$ cat src/sv/khc_ram.sv
// khc_ram: generic simple dual port ram (one write port, one read port) with registered read
// no dependencies
`timescale 1ns / 1ps
module khc_ram #(
  parameter int unsigned Width = 8,
  parameter int unsigned Depth = 32
) (
  input  logic                     clk_i,
  input  logic                     we_i,
  input  logic [$clog2(Depth)-1:0] waddr_i,
  input  logic [Width-1:0]         wdata_i,
  input  logic [$clog2(Depth)-1:0] raddr_i,
  output logic [Width-1:0]         rdata_o
);
  logic [Width-1:0] mem_q [Depth];

  // write port and registered read port
  always_ff @(posedge clk_i) begin
    if (we_i) mem_q[waddr_i] <= wdata_i;
    rdata_o <= mem_q[raddr_i];
  end
endmodule

$ cat config.mk
export PLATFORM = sky130hd
export DESIGN_NAME = khc_ram
export DESIGN_NICKNAME = d
export VERILOG_FILES = /design/src/sv/khc_ram.sv
export SDC_FILE = /design/constraint.sdc
export NUM_CORES = 1
export LEC_CHECK = 0
export BUFFER_PORTS_ARGS = -buffer_cell sky130_fd_sc_hd__buf_2
export CAP_MARGIN = 20
export CORE_MARGIN = 2
export CORE_UTILIZATION = 60
export CTS_CLUSTER_SIZE = 12
export DETAILED_ROUTE_END_ITERATION = 12
export PLACE_DENSITY_LB_ADDON = 0.05
export SLEW_MARGIN = 20
export SYNTH_ARGS = -nofsm -noshare
export SYNTH_HDL_FRONTEND = slang
export SYNTH_SLANG_ARGS = --single-unit
$ cat constraint.sdc
create_clock -name clk_i -period 6.1 [get_ports clk_i]
set_input_delay 1.22 -clock clk_i [delete_from_list [all_inputs] [get_ports clk_i]]
set_output_delay 1.22 -clock clk_i [all_outputs]
set_load 0.03 [all_outputs]
* After elaboration in Yosys (flattened, before gate mapping)
Memories as Yosys holds them, arrays and structs flattened. A register that Yosys moved wholly into a read port is not among the register bits.
Cells that the tools add are included.
** Storage, ports and cells
- Bits in writable memories :: 256
- Bits of input ports :: 20
- Output and inout port bits :: 8
- Memories :: 1
- Logic and storage cells :: 3
- Register bits :: 0
** Cells by class
- Multiplexer cells :: 2
** Memory list
- mem_q :: words 32, bits a word 8, rd ports 1, clocked after memory_dff 1, wr ports 1, RTL line 15 : logic [Width-1:0] mem_q [Depth];
** Operators with widths (number)
- two-way mux 1 bit :: 2

* Longest topological paths before layout
Gate-level depths: netlist (run 1).
- Depth in word-level cells :: 2
- Gate-level depth with buffers :: 5
- Depth with buffers taken out :: 3

* Least setup slack after synthesis (run 1)
No wires, ideal clock.
- Kind :: in2reg
- Start :: input raddr_i[2]
- End :: register rdata_o[0], read port of mem_q
- Stages on the path :: 5
- Data required time :: 5.979 ns
- Path buffers :: 2
- Data arrival time :: 2.902 ns
- Setup time :: 0.121 ns
- Path slack :: 3.078 ns
- Cells stage by stage :: clkbuf_1 > clkbuf_1 > mux4_2 > mux4_2 > mux2_2
** RTL lines
- from (decl) :: RTL line 12 : input logic [$clog2(Depth)-1:0] raddr_i,
- to (decl) :: RTL line 13 : output logic [Width-1:0] rdata_o

==> impl_summary.md, run 1 <==
STA
Counting I/O delays and the setup requirement, the final critical path takes 3299 ps. The final-layout worst hold slack is 914.4 ps. The summed negative setup slack over all endpoints is 0 ps. After layout, the worst setup slack is 2801 ps. At the pin with the least slew margin, the transition time is 937.0 ps. The total count of hold-check failures in the final report was 0. For the final database, setup skew stands at 19.15 ps. The number of slew-limit violations in the final report is 0. The period utilization is 54.08%. The headroom to the max-slew limit is 37.31%.

Setup violations remaining at the end of the flow were counted as 0. Setup repair after global routing left no endpoint under its margin. The maximum frequency from static timing analysis is 303.1 MHz.

Synthesis
The cell count after synthesis is 417. Yosys printed 0 warnings. The proportion of synthesized chip area in sequential cells is 78.06%. Among all cell types in the netlist, the one instantiated most often is edfxtp_1. The commonest cells after synthesis are 256 x edfxtp_1, 80 x mux4_2, 33 x nor2_1.

The predominant post-synthesis flop cell is edfxtp_1. A synthesized cell averages 24.11 um2. The largest total area in the synthesized netlist belongs to edfxtp_1. Counting flops with a built-in enable in the synthesized netlist gives 256. After synthesis, the cell types taking the most area are edfxtp_1 76%, mux4_2 18%, dfxtp_1 1.6%. The summed instance area of the synthesized netlist is 10,050 um2. The number of distinct standard cells referenced by the synthesized netlist is 15. In this run, synthesis produced a sequential element count of 264.

The share of synthesized area in the top cell type comes to 76.47%. The net count of the mapped netlist is 437. For this run, asynchronously set or reset flops after synthesis account for 0%.

Clock tree
TritonCTS created 26 clock buffers. The buffer type at the clock tree root is clkbuf_16. The post-cts sizing count is 0. Clock-pin slew was measured on the worst setup and hold paths at 60 ps. The number of sinks on the clock net is 264. The clock tree from TritonCTS is yes. The clock passes through at most 3 buffers. After clock tree synthesis, the setup repair step added 0 buffers. The maximum level of the CTS H-tree is 1. In this run, post-CTS hold repair placed 0 buffers. The clock latency reported for the late side of the worst-skew pair is 520 ps.

Routing
The number of nets with antenna violations after detailed routing is 0. The final wirelength is 19.66 mm. The first-iteration detailed-routing DRC count is 503.

The count of vias placed by the detailed router is 4,363. The DRC violation count after routing is 0. The first-pass iteration count of the detailed router is 5. Dividing the detail-routed via count by the number of cells gives 6.342.

Dividing the detail-routed wire length by the instance count gives 28.57 um.

Cells and area
The repair_antennas step left the layout with diodes totalling 0. In the final layout, the share of cells above drive strength 1 is 31.84%. For this run, the post-layout net count is 475. The relative area change from synthesis to final layout is 10.62%. The final standard cell utilization of the core is 67.54%.

Global routing
Entering global routing, the biggest net connects 47 pins. The first global-routing pass estimated 29.29 mm of wire. The sum of overflow across all layers after global routing is 0. The via count of the first global-routing pass is 4,489. The number of antenna violations at the first check in global routing is 0. Across every metal layer, demand over resource in global routing totals 23.12%.

Setup path
The delay of the slowest cell on the worst path is 660 ps. The data arrival time of the critical path is 3710 ps. The category of the most critical setup path is input pin to register. The sort of element at the end of the critical path is a register. Walking the worst path, the cells encountered are buf_4, buf_4, mux4_2, mux4_2, mux2_2. The highest-delay cell along the critical path is buf_4.

Along the worst path, the maximum fanout reaches 46. STA classifies the critical path startpoint as an input pin. Data on the critical path is required at its endpoint by 6510 ps.

Job
Across the run, the number of max-cap violations was 0.

Placement
Input and output buffers added on the ports amount to 27. The wire-length estimate of the detail-placed layout is 11.93 mm. The post-place setup slack is 2229 ps. The congestion estimate from routability-driven global placement came to 0.7400.

Pwr
The cell area power density is 327.7 nW/um2. The static power due to leakage is 3.444 nW. The design draws 3.644 mW. The worst-case IR drop observed on VDD is 229.1 uV.

Floorplan
Row generation in the floorplan step produced 47 rows. The floorplan step defined a core boundary enclosing 16,470 um2. The die is 133.4 um wide. Once the floorplan was initialized, standard cells occupied 61.06% of the core.

The vertical die dimension is 133.4 um. Pin placement for this block handled 28 I/O pins. The floorplan step defined a die boundary enclosing 17,810 um2.

Status
The flow ran to the end, and the final reports show no timing, DRC or antenna violations.

Min path
The path type of the worst min-delay path is register to register.
stage by stage:
step,cell area (um2),cells
floorplan,10050,417
global placement,10380,647
detailed placement,10380,647
CTS,11120,688
global route,11120,688
finish,11120,688
final timing paths:
check                                  start          to  slack [ps]  cells after the start
worst max-delay path              raddr_i[0]  rdata_o[0]        2800                      5
worst min-delay path            mem_q[12][5]  rdata_o[5]         910                      3
worst max register to register  mem_q[21][0]  rdata_o[0]        4280                      3
worst min register to register  mem_q[12][5]  rdata_o[5]         910                      3
flip-flops by register name, indices dropped and copies added (netlist names):
| name | count |
|---|---|
| mem_q | 256 |
| rdata_o | 8 |
cell type report:
class	count	area (um2)
flip-flops and latches	264	7848
fillers	1037	5345
multi-input cells	133	2100
clock buffers	40	734.5
well taps	220	275.3
repair buffers	30	160.2
clock inverters	1	3.754
cells in the final DEF, fill, tap and decap left out, types with 2 or more instances in the layout:
cell type / count
buf_4: 4
mux4_2: 80
or3b_2: 3
nand3_1: 2
nand3b_1: 5
mux2_2: 8
dfxtp_1: 8
clkbuf_16: 27
edfxtp_1: 256
nor2_1: 33
buf_2: 26
clkbuf_1: 12
routing by layer:
metal / vias up / GRT usage (%) / share of wire (%)
met5: - / 0 / 0
met4: 0 / 5.083 / 2.1
met3: 27 / 4.795 / 6.8
met2: 163 / 34.11 / 47
met1: 2329 / 36.99 / 44
li1: 1844 / - / -
cell families (layout without fill, tap and decap cells):
family,Yosys count,in the layout,synth area share [%]
buf+inv,20,71,1.058
mux,88,88,18.82
simple gates,45,45,2.066
flops,264,264,78.06
power by group:
group          total [mW]  internal (mW)  switching (mW)
combinational       0.196         0.0793           0.116
clock                1.42          0.816           0.605
sequential           2.03           2.02         0.00953
critical path, delay by kind of cell:
kind	cells	cell delay [ps]
buffers and inverters	2	1050
muxes	3	1340
Power figures use the tool's default switching activity.
==> run 2: changes to the inputs <==
CORE_UTILIZATION = 55   (was 60)
clock period = 2.7 ns   (was 6.1 ns; I/O delays follow)
==> impl_summary.md, run 2 (synthesized netlist as in run 1, its figures left out) <==
Status
The flow ran to the end, and the final reports show no timing, DRC or antenna violations.

Min path
The hold path startpoint is raddr_i[3]. The worst hold path endpoint is rdata_o[4]. The worst hold path was traced through 2 stages. The worst hold path belongs to the class input pin to register.

Pwr
The share of total power dissipated in combinational logic is 5.6%. For this design the static power due to leakage is 3.718 nW. The share of total power consumed by net switching is 20.20%. The portion of total power attributed to the clock network is 40.2%.

The design draws 8.458 mW. IR analysis of the VDD net gives a maximum drop of 832.9 uV. For this design the total switching power over the nets is 1.708 mW. The cell area power density is 730.7 nW/um2.

Internal power comes to 6.750 mW. The part of the power in registers is 54.2%.

Global routing
Global routing used 22.50% of the available tracks across all layers. The number of antenna violations at the first check in global routing is 0. The first global-routing pass estimated 31.35 mm of wire.

The via count of the first global-routing pass came to 4,674. Entering global routing, the biggest net connects 33 pins. The sum of overflow across all layers after global routing is 0.

Cells and area
Leaving out fill and tap cells, the most frequent cells in the layout are 256 x edfxtp_1, 80 x mux4_2, 37 x buf_4. The largest registers in the layout are mem_q (256), rdata_o (8). The register with the most flip-flops in the layout has 256 of them.

Cells fill 64.44% of the core in the end. The share of cells above drive strength 1 is 37.43%. The antenna cell count is 0. mem_q holds more flip-flops than any other register. The library cell used most frequently in the layout, excluding fill and tap cells, is edfxtp_1. After the flow finishes, the layout carries non-filler instances totaling 742. The final layout contains 516 nets. Relative to the synthesized area, the layout overhead comes to 15.15%.

Floorplan
The die is 139.2 um wide. The die footprint is 19,380 um2. Row generation in the floorplan step produced 49 rows. The I/O pin count is 28. The core outline area is 17,960 um2. The initial utilization of the core area, before any placement, comes to 55.97%. The vertical die dimension is 139.2 um.

Setup path
The number of buffers and inverters on the critical path is 2. STA puts the critical path data arrival time at 2380 ps. For this run, the slowest stage of the critical path takes 570 ps.

The worst-path maximum fanout is 18. Grouping stages by cell kind, the critical path spends the most delay in multiplexers. The critical path is of the input pin to register type. The signal on the critical path passes through buf_4, buf_12, mux4_2, mux4_2, mux2_2. Across all register-to-register paths, the minimum setup slack is 890 ps. Among all stages on the critical path, the largest delay is contributed by mux4_2. The most numerous cell type found on the critical path is mux4_2.

The data required time of the worst path is 3120 ps. The end of the worst register-to-register path is rdata_o[5]. In this run the critical register-to-register path is launched from mem_q[13][5]. The sort of element at the end of the critical path is a register. The number of cells on the worst reg-to-reg path is 3. The startpoint type of the worst setup path is an input pin.

Placement
The final HPWL from detailed placement is 13.32 mm. During placement, the flow inserted port buffers numbering 27. Routability-driven placement finished with a final weighted congestion of 0.7767. After detailed placement, the design holds a cell count of 696.

STA
The summed negative setup slack over all endpoints is 0 ps. Setup repair after global routing left no endpoint under its margin. The worst pin sits at a relative slew slack of 56.56%.

The final-layout worst hold slack is 473.1 ps. The number of setup violations in the final report is 0. The actual slew at the worst max-slew pin is 651.6 ps.

The maximum frequency from static timing analysis is 509.8 MHz. The worst clock skew is 17.52 ps. The period utilization is 72.65%. For the finished layout, the period the worst path requires is 1962 ps. The number of slew-limit violations in the final report is 0. The total count of hold-check failures in the final report is 0.

Clock tree
In this run the deepest clock path goes through 3 buffers. TritonCTS built the clock tree. At the later pin of the worst-skew pair, clock insertion delay measures 530 ps.

The number of sinks on the clock net is 264. The number of gates resized after CTS was 0. After clock tree synthesis, the flow added hold-fix buffers numbering 0. The cell sitting at the root of the clock tree is a clkbuf_16. The number of clock buffers added by TritonCTS is 27. After clock tree synthesis, the clock-pin slew on the worst setup and hold paths is 60 ps. The number of buffers added for setup after CTS is 0.

In this run the number of H-tree levels came out at 1.

Routing
The detail route stage leaves a number of antenna-violating nets equal to 0. The first-iteration detailed-routing DRC count is 407. For this block, the routed nets add up to 20.94 mm of wire.

The count of vias placed by the detailed router is 4,601. The average wire per standard cell is 28.22 um. The DRC violation count after routing is 0.

The routed via count divided by cell count is 6.201. The first detailed-routing pass ran for 5 iterations.

Job
The reported max-cap violation count is 0.
run 2: power groups by stage:
stage / clock, mW / sequential, mW / combinational, mW
after floorplan: 0 / 4.69 / 0.243
after global placement: 0 / 4.66 / 0.473
after detailed placement: 0 / 4.67 / 0.484
after CTS: 3.47 / 4.58 / 0.485
after global routing: 3.66 / 4.58 / 0.510
final: 3.40 / 4.58 / 0.477
run 2: metrics by stage:
stage                     area, um2  setup WS, ps
after detailed placement      10780         172.1
final                         11580         738.4
after floorplan               10050         357.6
after global routing          11580         696.4
after global placement        10780         176.9
after CTS                     11580         725.3
run 2: cell type report:
type	instances	area, um2
tap	229	286.5
timing repair buffer	70	548.0
clock buffer	43	755.7
multi-input combinational	133	2100
clock inverter	3	38.79
sequential	264	7848
fill	1182	6387
run 2: per-layer routing:
layer	share of wire, %	wire, um	GRT usage (%)
met1	45	9492	36.66
met2	46	9572	32.75
met3	7.3	1535	3.902
met4	1.6	342	5.104
met5	0	0	0
run 2: worst max-delay path by stage:
stage | startpoint | endpoint | cells after the start
finish | raddr_i[0] | rdata_o[5] | 5
global route | raddr_i[0] | rdata_o[4] | 5
CTS | raddr_i[0] | rdata_o[5] | 5
detailed placement | raddr_i[0] | rdata_o[5] | 5
global placement | raddr_i[0] | rdata_o[4] | 5
floorplan | raddr_i[2] | rdata_o[0] | 5
==> run 3: changes to the inputs <==
ABC_AREA = 1   (was default)
CORE_UTILIZATION = 56   (was 55)
clock period = 1.65 ns   (was 2.7 ns; I/O delays follow)
==> impl_summary.md, run 3 <==
Status
The flow ran to the end, and the final reports show no timing, DRC or antenna violations.

Synthesis
The most frequent cell after synthesis is nand2_1. Counting every net in the synthesized netlist gives 942. For this run, asynchronously set or reset flops after synthesis account for 0%. Of the synthesized area, sequential elements account for 72.75%. By area the synthesized netlist is led by edfxtp_1 71%, nand2_1 13%, nand3_1 9.5%.

Each instance of the synthesized netlist takes up on average 11.70 um2. Summing every instance area after synthesis gives 10,790 um2. The largest family of logic cells by synthesized area is simple AND/OR/NAND/NOR gates. The area share of the largest cell type after synthesis is 71.27%. The synthesized netlist devotes 23.11% of its cell area to simple gates. Counting instances in the post-synthesis netlist gives the leading cell types as 360 x nand2_1, 256 x edfxtp_1, 204 x nand3_1. The cell count after synthesis is 922. The multiplexer share of the synthesized area is 0%.

The predominant post-synthesis flop cell is edfxtp_1. Synthesis inferred 264 register bits. For this run, the number of Yosys warnings is 0. The synthesized netlist devotes 0% of its cell area to compound gates.

In this run, synthesis inferred 256 flip-flops with an integrated enable. The number of distinct standard cells referenced by the synthesized netlist is 12. The adder-cell area share of the yosys netlist is 0%. The xor/xnor share of the synthesized area is 0%.

The biggest area contributor in the post-synthesis netlist is edfxtp_1.

Setup path
The signal on the critical path passes through buf_2. The sort of element at the end of the critical path is an output port. In this run the worst setup path terminates at rdata_o[6]. The count of buffering cells on the critical path with inverters included is 1.

The highest-delay cell along the critical path is dfxtp_1. The setup slack on the worst flop-to-flop path is 450 ps. The worst-path maximum fanout is 1. Counting cells, the worst reg-to-reg path comes to 8. The startpoint identified for the worst register-to-register timing path is mem_q[25][0]. The end of the worst register-to-register path is rdata_o[0].

Data on the critical path arrives at its endpoint at 1090 ps. The startpoint of the worst setup timing path is rdata_o[6]. The delay of the slowest cell on the worst path is 370 ps. The number of logic stages on the critical path including buffering is 1. The category of the most critical setup path is register to output port. The family of cells with the greatest summed delay on the critical path is flip-flops. The startpoint type of the worst setup path is a register. The data required time of the worst path is 1320 ps.

Global routing
The sum of overflow across all layers after global routing is 0. Entering global routing, the biggest net connects 77 pins. The number of antenna violations at the first check in global routing was 0. Global routing consumed, over all layers together, 25.84% of the routing resources.

The via count of the first global-routing pass is 6,921. The first global-routing pass estimated 39.39 mm of wire.

Cells and area
Leaving out fill and tap cells, the most frequent cell in the layout is nand2_1. The post-route netlist has 12.09% of its cells at a drive strength greater than 1. In the final layout, the registers with the most flip-flops are mem_q (256), rdata_o (8). The register with the most flip-flops is mem_q. The net count of the finished layout is 1,006. The relative area change from synthesis to final layout is 13.55%. The final standard cell count with taps included and fillers excluded is 1,261. At the end of the flow the core is filled with cells to 65.04%. The finished cells cover 12,250 um2. The library cells used most frequently in the layout, excluding fill and tap cells, are 360 x nand2_1, 256 x edfxtp_1, 204 x nand3_1. The antenna cell count is 0. The register with the most flip-flops in the layout has 256 of them.

Counting the fill cells in the layout gives 1,439.

Clock tree
Clock tree synthesis inserted a total of 27 buffers. In this run the deepest clock path goes through 3 buffers. The clock slew seen by the registers of the worst setup and hold paths is 60 ps. The maximum level of the CTS H-tree is 1. The clock tree from TritonCTS is yes. The clock net in this run drives a total of 264 sinks. The buffer type at the clock tree root is clkbuf_16.

The post-cts sizing count is 0. The clock latency reported for the late side of the worst-skew pair is 520 ps. The number of buffers inserted for hold repair after clock tree synthesis is 0. Once the clock tree was built, the setup fixing pass inserted 0 buffers.

Floorplan
The die width is 142.8 um. For this configuration, the core starts out at a cell density of 57.28%. The core region is 18,830 um2. The floorplan step set the die height to 142.8 um. The die covers 20,390 um2. 28 I/O pins were placed.

The row count is 50.

STA
The worst clock skew is 10.19 ps. Timing would allow up to 702.0 MHz. Setup total negative slack on the finished layout was measured at 0 ps.

The total count of hold-check failures in the final report is 0. The headroom to the max-slew limit is 61.99%. For the pin with the worst max-slew slack, the measured transition is 569.6 ps. Setup repair after global routing left no endpoint under its margin. The number of slew-limit violations in the final report is 0. The period utilization is 86.33%. The number of setup violations in the final report is 0. Counting I/O delays and the setup requirement, the final critical path takes 1424 ps.

Pwr
The clock network is responsible for 39.1% of the overall power. The part of the power in registers is 53.8%. The cell area power density is 1137 nW/um2. The net switching power is 3.034 mW. The static power due to leakage is 4.632 nW. The total power draw is 13.92 mW. Internal power comes to 10.89 mW. The largest voltage drop on the vdd net is 793.3 uV. Net switching is 21.79% of the power. The combinational fraction of design power is 7.1%.

Min path
The tightest min-delay check is of the input pin to register type.

Routing
For this run, design rule violations remaining after detail routing come to 0. The count of vias placed by the detailed router is 7,088. The routed via count divided by cell count is 5.621. The number of nets with antenna violations after detailed routing is 0. The average wire per standard cell is 20.17 um. The final wirelength is 25.43 mm. The first detailed-routing pass ran for 5 iterations.

In this run, the number of DRC markers left after iteration 0 of detailed routing was 743.

Placement
The number of placed instances with taps included is 1,217. The final HPWL from detailed placement is 15.59 mm. Port buffering added 27 buffers. Routability-driven placement finished with a final weighted congestion of 0.8483. The post-place instance area is 11,470 um2.

Job
Across the run, the number of max-cap violations was 0.
==> run 3: cell types whose count changed in the layout (fill, tap and decap cells not counted), sizes merged, moves of 3 or more <==
cell    delta
nand3    +202
mux2       -8
clkbuf     -5
clkinv     +5
inv        +9
mux4      -80
buf       +17
or3b       -3
nand3b     -5
nand2    +359
==> run 3: worst min-delay path by stage <==
| stage | cells past startpoint | end | slack (ps) | from |
|---|---|---|---|---|
| final | 3 | rdata_o[5] | 150 | raddr_i[4] |
| after CTS | 3 | rdata_o[5] | 120 | raddr_i[4] |
| after global routing | 3 | rdata_o[3] | 160 | raddr_i[4] |
| after floorplan | 0 | mem_q[0][0] | 430 | wdata_i[0] |
| after detailed placement | 3 | rdata_o[3] | 670 | raddr_i[4] |
| after global placement | 3 | rdata_o[3] | 680 | raddr_i[4] |
==> run 3: final cells by class <==
cell class	instances	area (um2)	area share, %
flip-flops and latches	264	7848	64.07
clock buffers	38	757.0	6.180
repair buffers	87	763.2	6.231
well taps	260	325.3	2.656
multi-input cells	596	2492	20.35
clock inverters	6	23.77	0.1941
inverters	10	38.79	0.3167
==> run 3: routing by layer <==
metal / wire length [um] / share of wire (%) / GRT usage, % / up-vias
met1: 11040 / 43 / 37.51 / 3425
met5: 0 / 0 / 0 / -
met2: 11750 / 46 / 40.26 / 291
met3: 2014 / 7.9 / 5.332 / 50
met4: 619 / 2.4 / 7.191 / 0
li1: - / - / - / 3322
==> run 3: power groups by stage <==
stage / logic [mW] / registers, mW / clock network (mW)
finish: 0.988 / 7.49 / 5.45
global route: 1.10 / 7.49 / 5.80
CTS: 0.994 / 7.49 / 5.56
detailed placement: 0.989 / 7.63 / 0
global placement: 0.978 / 7.62 / 0
floorplan: 0.537 / 7.66 / 0
==> run 3: kinds of logic after synthesis <==
logic type,count (synthesis)
flip-flops,264
buffers and inverters,62
AND/OR/NAND/NOR,596
==> run 3: per-stage QoR <==
stage / setup WS [ps] / hold WS, ps
6_report: 225.5 / 146.3
5_1_grt: 156.0 / 159.5
4_1_cts: 200.8 / 124.6
3_5_place_dp: -49.37 / 668.3
3_3_place_gp: -5.999 / 676.5
2_1_floorplan: 286.0 / 428.9
